[src/hdl/mwms_pkg.sv]
// Shared types, codes and wall-word helpers for the maze wall map store.
`timescale 1ns / 1ps
`default_nettype none

package mwms_pkg;

    // Default grid shape
    localparam int GRID_COLUMNS_DEF = 16;
    localparam int GRID_ROWS_DEF    = 16;

    // Field widths
    localparam int CELL_W = 10;
    localparam int WALL_W = 2;
    localparam int WORD_W = 8;

    // Wall state codes
    localparam logic [WALL_W-1:0] WS_UNKNOWN = 2'd0;
    localparam logic [WALL_W-1:0] WS_ABSENT  = 2'd1;
    localparam logic [WALL_W-1:0] WS_PRESENT = 2'd2;
    localparam logic [WALL_W-1:0] WS_ERROR   = 2'd3;

    // Side codes
    localparam logic [1:0] SIDE_LEFT   = 2'd0;
    localparam logic [1:0] SIDE_RIGHT  = 2'd1;
    localparam logic [1:0] SIDE_TOP    = 2'd2;
    localparam logic [1:0] SIDE_BOTTOM = 2'd3;

    // Status codes
    localparam logic [1:0] ST_DONE    = 2'd0;
    localparam logic [1:0] ST_IGNORED = 2'd1;
    localparam logic [1:0] ST_RANGE   = 2'd2;

    // Command codes
    localparam logic CMD_READ  = 1'b0;
    localparam logic CMD_WRITE = 1'b1;

    // Number of seed writes run after the border sweep
    localparam logic [2:0] SEED_COUNT = 3'd6;

    typedef enum logic [2:0] {
        FSM_SWEEP,
        FSM_SEED,
        FSM_IDLE,
        FSM_CHECK,
        FSM_NBWR
    } fsm_t;

    // Pull one side out of a cell word
    function automatic logic [WALL_W-1:0] field_get(input logic [WORD_W-1:0] word,
                                                     input logic [1:0] side);
        logic [WALL_W-1:0] f;
        unique case (side)
            SIDE_LEFT:   f = word[1:0];
            SIDE_RIGHT:  f = word[3:2];
            SIDE_TOP:    f = word[5:4];
            SIDE_BOTTOM: f = word[7:6];
            default:     f = word[1:0];
        endcase
        return f;
    endfunction

    // Replace one side of a cell word
    function automatic logic [WORD_W-1:0] field_put(input logic [WORD_W-1:0] word,
                                                     input logic [1:0] side,
                                                     input logic [WALL_W-1:0] v);
        logic [WORD_W-1:0] w;
        w = word;
        unique case (side)
            SIDE_LEFT:   w[1:0] = v;
            SIDE_RIGHT:  w[3:2] = v;
            SIDE_TOP:    w[5:4] = v;
            SIDE_BOTTOM: w[7:6] = v;
            default:     w[1:0] = v;
        endcase
        return w;
    endfunction

    // Side seen from the neighbour across the given side
    function automatic logic [1:0] side_opposite(input logic [1:0] side);
        return {side[1], ~side[0]};
    endfunction

    // Cell word holding only the outer border walls
    function automatic logic [WORD_W-1:0] border_word(input logic first_col,
                                                       input logic last_col,
                                                       input logic top_row,
                                                       input logic bottom_row);
        logic [WORD_W-1:0] w;
        w = '0;
        if (first_col)  w[1:0] = WS_PRESENT;
        if (last_col)   w[3:2] = WS_PRESENT;
        if (top_row)    w[5:4] = WS_PRESENT;
        if (bottom_row) w[7:6] = WS_PRESENT;
        return w;
    endfunction

endpackage

`default_nettype wire

[src/hdl/maze_wall_map_store_top.sv]
// Maze wall map store: cell memory with one write and one read port, read-check-write sequencer.
//
// Usage:
//   Slave channel s_* carries one command per beat: s_tuser is the command
//   (0 read, 1 write), s_tdata holds cell_index, side and wall_value.
//   Master channel m_* returns one result beat per command: wall_state and
//   status in m_tdata.
//   A read or a rejected write loads its result from the check state; an
//   accepted write loads it from the neighbour-write state, since the cell
//   and its neighbour are written one after the other through the single
//   write port of the cell memory. s_tready is high again in the cycle the
//   result is loaded, so a new command waits until the last one has retired.
//   Reset: the map comes up through an init pass over all
//   GRID_COLUMNS*GRID_ROWS cells (one cell per cycle, border walls) followed
//   by six internal writes (start cell and centre opening). s_tready stays
//   low for the whole pass.
//   Stall: the result sits in an output register; a new command is accepted
//   while it waits, and that command holds before its own result until
//   m_tready frees the register.
`timescale 1ns / 1ps
`default_nettype none

module maze_wall_map_store_top
    import mwms_pkg::*;
#(
    parameter int GRID_COLUMNS = GRID_COLUMNS_DEF,
    parameter int GRID_ROWS    = GRID_ROWS_DEF
) (
    input  wire logic        clk,
    input  wire logic        rst_n,
    input  wire logic        s_tvalid,
    output logic             s_tready,
    input  wire logic [15:0] s_tdata,   // [9:0] cell_index, [11:10] side, [12] wall_value
    input  wire logic        s_tuser,   // [0] cmd
    output logic             m_tvalid,
    input  wire logic        m_tready,
    output logic [7:0]       m_tdata    // [1:0] wall_state, [3:2] status
);

    localparam int CELLS   = GRID_COLUMNS * GRID_ROWS;
    localparam int AW      = $clog2(CELLS);
    localparam int CW      = $clog2(GRID_COLUMNS);
    localparam int RW      = $clog2(GRID_ROWS);
    localparam int LO_CELL = (GRID_ROWS / 2 - 1) * GRID_COLUMNS + GRID_COLUMNS / 2 - 1;
    localparam int HI_CELL = (GRID_ROWS / 2) * GRID_COLUMNS + GRID_COLUMNS / 2;

    // Cell memory
    logic [WORD_W-1:0] mem [CELLS];
    logic              mem_we;
    logic [AW-1:0]     mem_waddr;
    logic [WORD_W-1:0] mem_wdata;
    logic              mem_re;
    logic [AW-1:0]     mem_raddr;
    logic [WORD_W-1:0] rd_data_reg;

    // Control state
    fsm_t              state_reg, state_next;
    logic [AW-1:0]     addr_cnt_reg, addr_cnt_next;
    logic [CW-1:0]     col_cnt_reg, col_cnt_next;
    logic [RW-1:0]     row_cnt_reg, row_cnt_next;
    logic [2:0]        seed_cnt_reg, seed_cnt_next;
    logic              int_reg, int_next;
    logic              m_tvalid_reg, m_tvalid_next;

    // Command registers
    logic              cmd_reg;
    logic [AW-1:0]     cell_reg;
    logic [1:0]        side_reg;
    logic [WALL_W-1:0] val_reg;
    logic              oor_reg;
    logic [WALL_W-1:0] wall_reg;
    logic [1:0]        status_reg;

    // Datapath controls
    logic              load_user;
    logic              load_seed;
    logic              out_load;
    logic [WALL_W-1:0] out_wall;
    logic [1:0]        out_status;

    // Input decode
    logic [CELL_W-1:0] in_cell;
    logic              in_oor;
    logic              s_beat;

    // Seed command
    logic [AW-1:0]     seed_cell;
    logic [1:0]        seed_side;
    logic [WALL_W-1:0] seed_val;

    // Check helpers
    logic [WALL_W-1:0] old_field;
    logic              wr_ok;
    logic              out_free;
    logic              can_finish;
    logic [AW-1:0]     nb_addr;
    fsm_t              done_next;

    assign in_cell  = s_tdata[CELL_W-1:0];
    assign in_oor   = ({1'b0, in_cell} >= (CELL_W + 1)'(CELLS));
    assign s_tready = (state_reg == FSM_IDLE);
    assign s_beat   = s_tvalid && s_tready;

    // Seed writes that open the start cell and the centre
    always_comb
    begin
        unique case (seed_cnt_reg)
            3'd0:
            begin
                seed_cell = '0;
                seed_side = SIDE_RIGHT;
                seed_val  = WS_ABSENT;
            end
            3'd1:
            begin
                seed_cell = '0;
                seed_side = SIDE_TOP;
                seed_val  = WS_PRESENT;
            end
            3'd2:
            begin
                seed_cell = AW'(LO_CELL);
                seed_side = SIDE_RIGHT;
                seed_val  = WS_ABSENT;
            end
            3'd3:
            begin
                seed_cell = AW'(LO_CELL);
                seed_side = SIDE_TOP;
                seed_val  = WS_ABSENT;
            end
            3'd4:
            begin
                seed_cell = AW'(HI_CELL);
                seed_side = SIDE_LEFT;
                seed_val  = WS_ABSENT;
            end
            3'd5:
            begin
                seed_cell = AW'(HI_CELL);
                seed_side = SIDE_BOTTOM;
                seed_val  = WS_ABSENT;
            end
            default:
            begin
                seed_cell = '0;
                seed_side = SIDE_LEFT;
                seed_val  = WS_UNKNOWN;
            end
        endcase
    end

    // Check the stored side; border sides are never unknown, so an accepted
    // write always has a neighbour
    assign old_field  = field_get(rd_data_reg, side_reg);
    assign wr_ok      = (cmd_reg == CMD_WRITE) && !oor_reg && (old_field == WS_UNKNOWN);
    assign out_free   = !m_tvalid_reg || m_tready;
    assign can_finish = int_reg || out_free;

    always_comb
    begin
        unique case (side_reg)
            SIDE_LEFT:   nb_addr = cell_reg - AW'(1);
            SIDE_RIGHT:  nb_addr = cell_reg + AW'(1);
            SIDE_TOP:    nb_addr = cell_reg + AW'(GRID_COLUMNS);
            SIDE_BOTTOM: nb_addr = cell_reg - AW'(GRID_COLUMNS);
            default:     nb_addr = cell_reg;
        endcase
    end

    // Where to go once a command retires
    always_comb
    begin
        if (!int_reg)
        begin
            done_next = FSM_IDLE;
        end
        else if (seed_cnt_reg == SEED_COUNT)
        begin
            done_next = FSM_IDLE;
        end
        else
        begin
            done_next = FSM_SEED;
        end
    end

    // Next state
    always_comb
    begin
        state_next = state_reg;
        unique case (state_reg)
            FSM_SWEEP:
            begin
                if (addr_cnt_reg == AW'(CELLS - 1))
                begin
                    state_next = FSM_SEED;
                end
            end
            FSM_SEED:
            begin
                state_next = FSM_CHECK;
            end
            FSM_IDLE:
            begin
                if (s_beat)
                begin
                    state_next = FSM_CHECK;
                end
            end
            FSM_CHECK:
            begin
                if (wr_ok)
                begin
                    state_next = FSM_NBWR;
                end
                else if (can_finish)
                begin
                    state_next = done_next;
                end
            end
            FSM_NBWR:
            begin
                if (can_finish)
                begin
                    state_next = done_next;
                end
            end
            default:
            begin
                state_next = FSM_IDLE;
            end
        endcase
    end

    // Outputs of the sequencer: memory port, counters and result load
    always_comb
    begin
        mem_we        = 1'b0;
        mem_waddr     = cell_reg;
        mem_wdata     = field_put(rd_data_reg, side_reg, val_reg);
        mem_re        = 1'b0;
        mem_raddr     = cell_reg;
        load_user     = 1'b0;
        load_seed     = 1'b0;
        out_load      = 1'b0;
        out_wall      = old_field;
        out_status    = ST_DONE;
        addr_cnt_next = addr_cnt_reg;
        col_cnt_next  = col_cnt_reg;
        row_cnt_next  = row_cnt_reg;
        seed_cnt_next = seed_cnt_reg;
        int_next      = int_reg;
        unique case (state_reg)
            FSM_SWEEP:
            begin
                mem_we        = 1'b1;
                mem_waddr     = addr_cnt_reg;
                mem_wdata     = border_word(col_cnt_reg == '0,
                                            col_cnt_reg == CW'(GRID_COLUMNS - 1),
                                            row_cnt_reg == RW'(GRID_ROWS - 1),
                                            row_cnt_reg == '0);
                addr_cnt_next = addr_cnt_reg + AW'(1);
                if (col_cnt_reg == CW'(GRID_COLUMNS - 1))
                begin
                    col_cnt_next = '0;
                    row_cnt_next = row_cnt_reg + RW'(1);
                end
                else
                begin
                    col_cnt_next = col_cnt_reg + CW'(1);
                end
            end
            FSM_SEED:
            begin
                load_seed     = 1'b1;
                mem_re        = 1'b1;
                mem_raddr     = seed_cell;
                seed_cnt_next = seed_cnt_reg + 3'd1;
                int_next      = 1'b1;
            end
            FSM_IDLE:
            begin
                if (s_beat)
                begin
                    load_user = 1'b1;
                    mem_re    = !in_oor;
                    mem_raddr = in_cell[AW-1:0];
                    int_next  = 1'b0;
                end
            end
            FSM_CHECK:
            begin
                if (wr_ok)
                begin
                    // Write the cell, fetch the neighbour
                    mem_we    = 1'b1;
                    mem_re    = 1'b1;
                    mem_raddr = nb_addr;
                end
                else if (can_finish)
                begin
                    out_load = !int_reg;
                    if (oor_reg)
                    begin
                        out_wall   = WS_ERROR;
                        out_status = ST_RANGE;
                    end
                    else if (cmd_reg == CMD_WRITE)
                    begin
                        out_status = ST_IGNORED;
                    end
                end
            end
            FSM_NBWR:
            begin
                if (can_finish)
                begin
                    mem_we     = 1'b1;
                    mem_waddr  = nb_addr;
                    mem_wdata  = field_put(rd_data_reg, side_opposite(side_reg), val_reg);
                    out_load   = !int_reg;
                    out_wall   = val_reg;
                    out_status = ST_DONE;
                end
            end
            default:
            begin
                mem_we = 1'b0;
            end
        endcase
    end

    // Output valid: set on load, drop when taken
    always_comb
    begin
        if (out_load)
        begin
            m_tvalid_next = 1'b1;
        end
        else if (m_tready)
        begin
            m_tvalid_next = 1'b0;
        end
        else
        begin
            m_tvalid_next = m_tvalid_reg;
        end
    end

    // Control registers
    always_ff @(posedge clk or negedge rst_n)
    begin
        if (!rst_n)
        begin
            state_reg    <= FSM_SWEEP;
            addr_cnt_reg <= '0;
            col_cnt_reg  <= '0;
            row_cnt_reg  <= '0;
            seed_cnt_reg <= '0;
            int_reg      <= 1'b0;
            m_tvalid_reg <= 1'b0;
        end
        else
        begin
            state_reg    <= state_next;
            addr_cnt_reg <= addr_cnt_next;
            col_cnt_reg  <= col_cnt_next;
            row_cnt_reg  <= row_cnt_next;
            seed_cnt_reg <= seed_cnt_next;
            int_reg      <= int_next;
            m_tvalid_reg <= m_tvalid_next;
        end
    end

    // Command and result registers
    always_ff @(posedge clk)
    begin
        if (load_user)
        begin
            cmd_reg  <= s_tuser;
            cell_reg <= in_cell[AW-1:0];
            side_reg <= s_tdata[11:10];
            val_reg  <= s_tdata[12] ? WS_PRESENT : WS_ABSENT;
            oor_reg  <= in_oor;
        end
        else if (load_seed)
        begin
            cmd_reg  <= CMD_WRITE;
            cell_reg <= seed_cell;
            side_reg <= seed_side;
            val_reg  <= seed_val;
            oor_reg  <= 1'b0;
        end
        if (out_load)
        begin
            wall_reg   <= out_wall;
            status_reg <= out_status;
        end
    end

    // Cell memory: one write port, one registered read port
    always_ff @(posedge clk)
    begin
        if (mem_we)
        begin
            mem[mem_waddr] <= mem_wdata;
        end
        if (mem_re)
        begin
            rd_data_reg <= mem[mem_raddr];
        end
    end

    assign m_tvalid = m_tvalid_reg;
    assign m_tdata  = {4'b0000, status_reg, wall_reg};

    // Read and write never hit the same cell in one cycle
    a_no_rw_collide: assert property (@(posedge clk) disable iff (!rst_n)
        (mem_we && mem_re) |-> (mem_waddr != mem_raddr))
        else $error("cell memory read and write collide");

    // Neighbour write only follows an in-range write command
    a_nbwr_is_write: assert property (@(posedge clk) disable iff (!rst_n)
        (state_reg == FSM_NBWR) |-> (cmd_reg == CMD_WRITE && !oor_reg))
        else $error("neighbour write without a write command");

    // A result beat comes only from a user command retiring
    a_result_source: assert property (@(posedge clk) disable iff (!rst_n)
        $rose(m_tvalid_reg) |->
            $past(state_reg == FSM_CHECK || state_reg == FSM_NBWR) && !$past(int_reg))
        else $error("result beat without a retiring user command");

    // Seed writes never produce a result beat
    a_seed_silent: assert property (@(posedge clk) disable iff (!rst_n)
        (int_reg && (state_reg == FSM_CHECK || state_reg == FSM_NBWR)) |-> !out_load)
        else $error("internal seed write loaded a result");

endmodule

`default_nettype wire
[config.mk]
export PLATFORM = sky130hd
export DESIGN_NAME = maze_wall_map_store_top
export DESIGN_NICKNAME = d
export VERILOG_FILES = /design/src/hdl/mwms_pkg.sv /design/src/hdl/maze_wall_map_store_top.sv
export SDC_FILE = /design/constraint.sdc
export NUM_CORES = 2
export LEC_CHECK = 0
export BUFFER_PORTS_ARGS = -buffer_cell sky130_fd_sc_hd__buf_4
export CAP_MARGIN = 40
export CORE_MARGIN = 4
export CORE_UTILIZATION = 60
export CTS_BUF_LIST = sky130_fd_sc_hd__clkbuf_16
export DETAILED_ROUTE_END_ITERATION = 16
export PLACE_DENSITY_LB_ADDON = 0.12
export SLEW_MARGIN = 20
export SYNTH_ARGS = -nofsm -noshare
export SYNTH_HDL_FRONTEND = slang
export SYNTH_SLANG_ARGS = --single-unit
[constraint.sdc]
create_clock -name clk -period 17.7 [get_ports clk]
set_input_delay 0.885 -clock clk [delete_from_list [all_inputs] [get_ports clk]]
set_output_delay 0.885 -clock clk [all_outputs]
set_load 0.02 [all_outputs]
# Word level (Yosys, flattened, before mapping)
# Memories as Yosys holds them, arrays and structs flattened. A register that Yosys moved wholly into a read port is not among the register bits.
# Index checks and enable logic that the tools add are counted.
[word_totals]
reg_bits = 42
ramBits = 2048
mem_count = 1
[classes]
add_sub_neg = 8
order_cmp = 1
n_eq_ne = 21
mux = 67
bitwise = 3
reduce_logical = 29
[mem_list]
columns = ["memory", "depth", "width", "rd", "rd_ports_with_merged_regs", "write_ports", "line", "text"]
rows = [
  ["mem", 256, 8, 1, 1, 1, "maze_wall_map_store_top.sv:48", "logic [WORD_W-1:0] mem [CELLS];"],
]
[op_table]
columns = ["cell", "n"]
rows = [
  ["2-to-1 mux 2 bit", 24],
  ["2-to-1 mux 8 bit", 6],
  ["one-hot mux 8 bit (2 select lines)", 3],
  ["one-hot mux 8 bit (4 select lines)", 1],
  ["one-hot mux 8 bit (3 select lines)", 1],
  ["2-to-1 mux 1 bit", 18],
  ["adder 8 x 1 -> 8 bit (second input constant)", 2],
  ["one-hot mux 3 bit (5 select lines)", 1],
  ["equality test 3 x 2 -> 1 bit (second input constant)", 4],
  ["equality test 3 bit (second input constant)", 4],
  ["2-to-1 mux 3 bit", 4],
  [">= comparator 10 x 9 -> 1 bit (second input constant)", 1],
  ["adder 4 x 1 -> 4 bit (second input constant)", 2],
  ["adder 8 x 5 -> 8 bit (second input constant)", 1],
  ["equality test 2 bit (second input constant)", 4],
  ["equality test 4 bit (second input constant)", 2],
  ["equality test 8 bit (second input constant)", 1],
  ["zero test 4 bit", 2],
  ["one-hot mux 2 bit (2 select lines)", 2],
  ["one-hot mux 2 bit (4 select lines)", 1],
  ["OR reduction 2 bit", 4],
  ["subtractor 8 x 1 -> 8 bit (second input constant)", 1],
  ["subtractor 8 x 5 -> 8 bit (second input constant)", 1],
  ["equality test 3 x 1 -> 1 bit (second input constant)", 2],
  ["other kinds (19)", 37],
]

# Logic depth before layout (Yosys ltp)
[logic_depth]
ltp_word = 8
mapped_depth = 20
mapped_depth_nobuf = 15

# Least setup slack after synthesis
# Ideal clock, no wire load.
[synth_timing]
path_type = "input-to-reg"
from = "input m_tready"
to = "memory mem[0][6] (data pin)"
setup_ns = 2.187
arrival_time_ns = 11.994
required_time_ns = 15.513
path_slack_ns = 3.519
stages = 7
path_buffers = 2
path_cell_list = "nand2b_1 -> or2_2 -> clkbuf_1 -> clkbuf_1 -> nand3_1 -> mux2_2 -> o21ai_0"
[synth_via]
elab_chain_cells = 4
[synth_lines]
columns = ["item", "line", "text"]
rows = [
  ["from (decl)", "maze_wall_map_store_top.sv:36", "input wire logic m_tready,"],
  ["logical OR 1 bit", "maze_wall_map_store_top.sv:157", "assign out_free = !m_tvalid_reg || m_tready;"],
  ["logical OR 1 bit", "maze_wall_map_store_top.sv:158", "assign can_finish = int_reg || out_free;"],
  ["2-to-1 mux 8 bit", "maze_wall_map_store_top.sv:317", "if (can_finish)"],
  ["one-hot mux 8 bit (2 select lines)", "maze_wall_map_store_top.sv:254", "unique case (state_reg)"],
  ["named net mem_wdata[6]", "maze_wall_map_store_top.sv:51", "logic [WORD_W-1:0] mem_wdata;"],
  ["to (decl)", "maze_wall_map_store_top.sv:48", ""],
]
# The timed path passes the listed nets, and every way through them passes these cells.

# Worst setup path in the final report
[layout_timing]
from = "register side_reg[0]"
to = "register rd_data_reg[3], read port of mem (data pin)"
[layout_via]
elab_chain_cells = 6
word_cells_on_any_way = 12
[layout_lines]
columns = ["item", "line", "text"]
rows = [
  ["from (decl)", "maze_wall_map_store_top.sv:68", "logic [1:0] side_reg;"],
  ["from (signal assigned)", "maze_wall_map_store_top.sv:383", "side_reg <= s_tdata[11:10];"],
  ["from (signal assigned)", "maze_wall_map_store_top.sv:391", "side_reg <= seed_side;"],
  ["equality test 2 bit, or another cell as far along", "mwms_pkg.sv:52, maze_wall_map_store_top.sv:162", ""],
  ["one-hot mux 2 bit (4 select lines)", "mwms_pkg.sv:52", "unique case (side)"],
  ["zero test 2 bit", "maze_wall_map_store_top.sv:156", "assign wr_ok = (cmd_reg == CMD_WRITE) && !oor_reg && (old_field == WS_UNKNOWN);"],
  ["logical AND 1 bit", "maze_wall_map_store_top.sv:156", ""],
  ["2-to-1 mux 8 bit / 2-to-1 mux 1 bit (equally long branches)", "maze_wall_map_store_top.sv:294", "if (wr_ok)"],
  ["one-hot mux 8 bit (3 select lines) / one-hot mux 1 bit (3 select lines) (equally long branches)", "maze_wall_map_store_top.sv:254", ""],
  ["to (decl)", "maze_wall_map_store_top.sv:54", "logic [WORD_W-1:0] rd_data_reg;"],
]
# Several ways; a longest one is shown, not always the timed one.
# A chain may end at the register's enable or synchronous reset.

==> results.yml <==
clock_tree:
  ctsResizeCount: 0
  cts-htree-levels: 4
  cts_tree: "done"
  cts_made_buffers: 203
  cts_buffer_depth: 3
  clk_pin_slew_ns: 0.06
  clk_latency_ns: 0.84
  cts_setup_buffers: 0
  clock-sinks: 2098
  root_buffer: "clkbuf_16"
critical_path:
  path_max_fanout: 125
  crit_path_end_kind: "flip-flop"
  rr_startpoint: "side_reg[0]"
  r2r_slack_ns: 9.52
  crit_type: "flip-flop to flip-flop"
  r2r_cells: 17
  critPathLaunchType: "flip-flop"
  critical_path_required_ns: 18.22
  rr_endpoint: "rd_data_reg[3]"
  cp_data_arrival_time_ns: 8.70
logic_synthesis:
  synth_flop_cell: "edfxtp_1"
  synth_top_area_cell: "edfxtp_1"
  synth_cell_type_count: 102
  synth_top_area_share_pct: 72.2
  syn_inst: 6129
  postSynth.asyncResetShare_pct: 1.14
  yosysWarnings: 0
  synthAdderAreaFrac_pct: 0.307
  ys_ff_latch: 2098
  yosys-top-cells-area: "edfxtp_1, nand2_1, mux2i_1, nand3_1, mux4_2"
  synth_xor_area_share_pct: 0.152
  avgSynthCellArea_sq_um: 14.1
  seq_area_frac_synth_pct: 72.9
  yosys.area_share.simple_pct: 11.0
  syn_area_sq_um: 86300
  muxShareOfSynthArea_pct: 4.31
  synth_compound_area_share_pct: 8.35
  synth-edff-count: 2074
  synth_top_family_by_area: "simple AND/OR/NAND/NOR gates"
min_path:
  min_path_cells: 3
  hold_path_class: "input pin to flip-flop"
  holdPathEnd: "cell_reg[2]"
  hp-start: "s_tdata[2]"
outcome:
  status: "completed"
flow_run:
  drv_cap: 0
cells_and_area:
  instances_no_fill: 8242
  layout-drive-gt1-share_pct: 11.0
  syn_to_final_growth_pct: 10.6
  largest_register: "mem"
  final_common_cell: "edfxtp_1"
  fin_nets: 6222
  largest_reg_flops: 2048
  n_fill_cell: 9915
  layout_common_cells: "edfxtp_1, nand2_1, nand3_1, nor2_1, buf_4"
sta:
  rsz0062_at_grt: "false"
  maxSlewViolCount: 0
  finalCritPeriodShare_pct: 46.2
  hold_viol: 0
  setup_viol: 0
  worst_slew_pin_slew_ns: 1.28
  finClkSkew_ns: 0.0354
  setup_slack_ns: 9.52
  fmax_mhz: 122
  relSlewSlack_pct: 14.6
  final.setup.tns_ns: 0
  period_needed_ns: 8.18
route:
  drc_errors: 0
  drt_pass1_iterations: 6
  drtIter0Drc: 8783
  routedWlPerCell_microns: 32.3
  viasPerCell: 6.91
  wirelength_microns: 266000
  ant_nets: 0
  vias: 56900
die:
  start_util_pct: 60.6
  io_pins: 31
  die_h_microns: 387
  die-area_sq_um: 150000
  die_width_microns: 387
  fp-row-count: 138
  core_sq_um: 142000
placement:
  dp_slack_ns: 9.72
  place_hpwl_microns: 151000
  place_congestion: 0.881
  port-buffer-count: 23
  post-place-cells: 7781
global_route:
  antenna_found_initial: 18
  grt_max_degree: 225
  grt_pass1_wl_microns: 378000
  grt_pass1_vias: 52700
  grt_overflow: 0
  grt_usage_pct: 34.8
[layer usage]
metal / track usage (%) / share of wire (%) / vias to the layer above
met4: 17.2 / 5.9 / 4
li1: - / - / 23600
met5: 0 / 0.0098 / -
met2: 51.0 / 44 / 4330
met1: 48.6 / 36 / 28200
met3: 9.63 / 14 / 799
[area by class of cell]
class / count / area (sq um) / area share (%)
inverters: 58 / 218 / 0.228
clock buffers: 207 / 5180 / 5.43
diodes: 13 / 32.5 / 0.0341
multi-input cells: 3534 / 21200 / 22.2
clock inverters: 156 / 953 / 1.00
well taps: 1890 / 2360 / 2.48
repair buffers: 286 / 2590 / 2.72
flip-flops and latches: 2098 / 62900 / 65.9
[worst max path at each step]
| stage | depth (start not counted) | start | endpoint | slack [ns] |
|---|---|---|---|---|
| floorplan | 7 | m_tready | mem[0][6] | 3.52 |
| CTS | 17 | side_reg[0] | rd_data_reg[3] | 9.68 |
| detailed placement | 17 | side_reg[0] | rd_data_reg[3] | 9.72 |
| finish | 17 | side_reg[0] | rd_data_reg[3] | 9.52 |
| global placement | 17 | side_reg[0] | rd_data_reg[3] | 9.78 |
| global route | 17 | side_reg[0] | rd_data_reg[3] | 9.35 |
[per-stage QoR]
| stage | instance area [sq um] | hold WS [ns] | util, % |
|---|---|---|---|
| 4_1_cts | 94600 | 0.323 | 66.5 |
| 3_3_place_gp | 88000 | 0.490 | 61.8 |
| 5_1_grt | 95300 | 0.355 | 67.0 |
| 2_1_floorplan | 86300 | 0.468 | - |
| 6_report | 95400 | 0.364 | 67.0 |
| 3_5_place_dp | 88500 | 0.498 | 62.2 |
[synthesized netlist by cell type (8+ instances only)]
master and n:
o311ai_0 21, a21o_1 14, a2111oi_0 48, a32oi_1 71
a311o_1 9, buf_4 70, o311ai_1 8, ha_1 18
xnor2_1 13, a221o_1 15, nor3_1 18, a211oi_1 62
o22ai_1 16, nand3_1 415, o211ai_1 63, mux2_2 9
o21ai_0 79, mux4_2 63, dfrtp_1 24, nor2_1 351
clkbuf_1 153, buf_1 17, a32o_1 15, or3_1 26
o221ai_1 14, edfxtp_1 2074, buf_2 176, a31oi_1 155
o2111ai_1 11, mux2i_1 215, inv_1 57, nand2_1 1255
a21oi_1 143, a311oi_1 71, nand2b_1 9, nand4_1 24
buf_6 23, a22oi_1 16, o311a_1 19, a221oi_1 42
and3_1 76
[worst max-delay path, cell delays in order (launching register included)]
cell      delay [ns]
edfxtp_1        0.86
nand2_1         0.48
inv_1           0.17
fa_1            0.41
mux2_2          0.34
nand3_1         0.18
o22ai_4         0.09
buf_4           0.24
nand2_4         0.52
buf_12          0.55
buf_4           0.69
buf_4           0.71
nand2_1         0.14
a21oi_1         0.19
o311ai_0        0.18
o21ai_0         0.63
and4b_1         0.43
o311ai_1        0.77
[timing repair]
action | CTS | global route
hold buffers | 1 | 0
setup endpoints to repair | 0 | 0
hold endpoints to repair | 24 | 0
[cells by family after synthesis]
family                   Yosys count
multiplexers                     289
AND/OR/NAND/NOR                 2234
flip-flops                      2098
other                              1
buffers and inverters            500
AO/OA/AOI/OAI                    972
adder cells (fa/ha/maj)           20
XOR/XNOR                          15
Power is not shown: default switching activity piles up to over one toggle a cycle in this logic, so the estimate is an artifact.
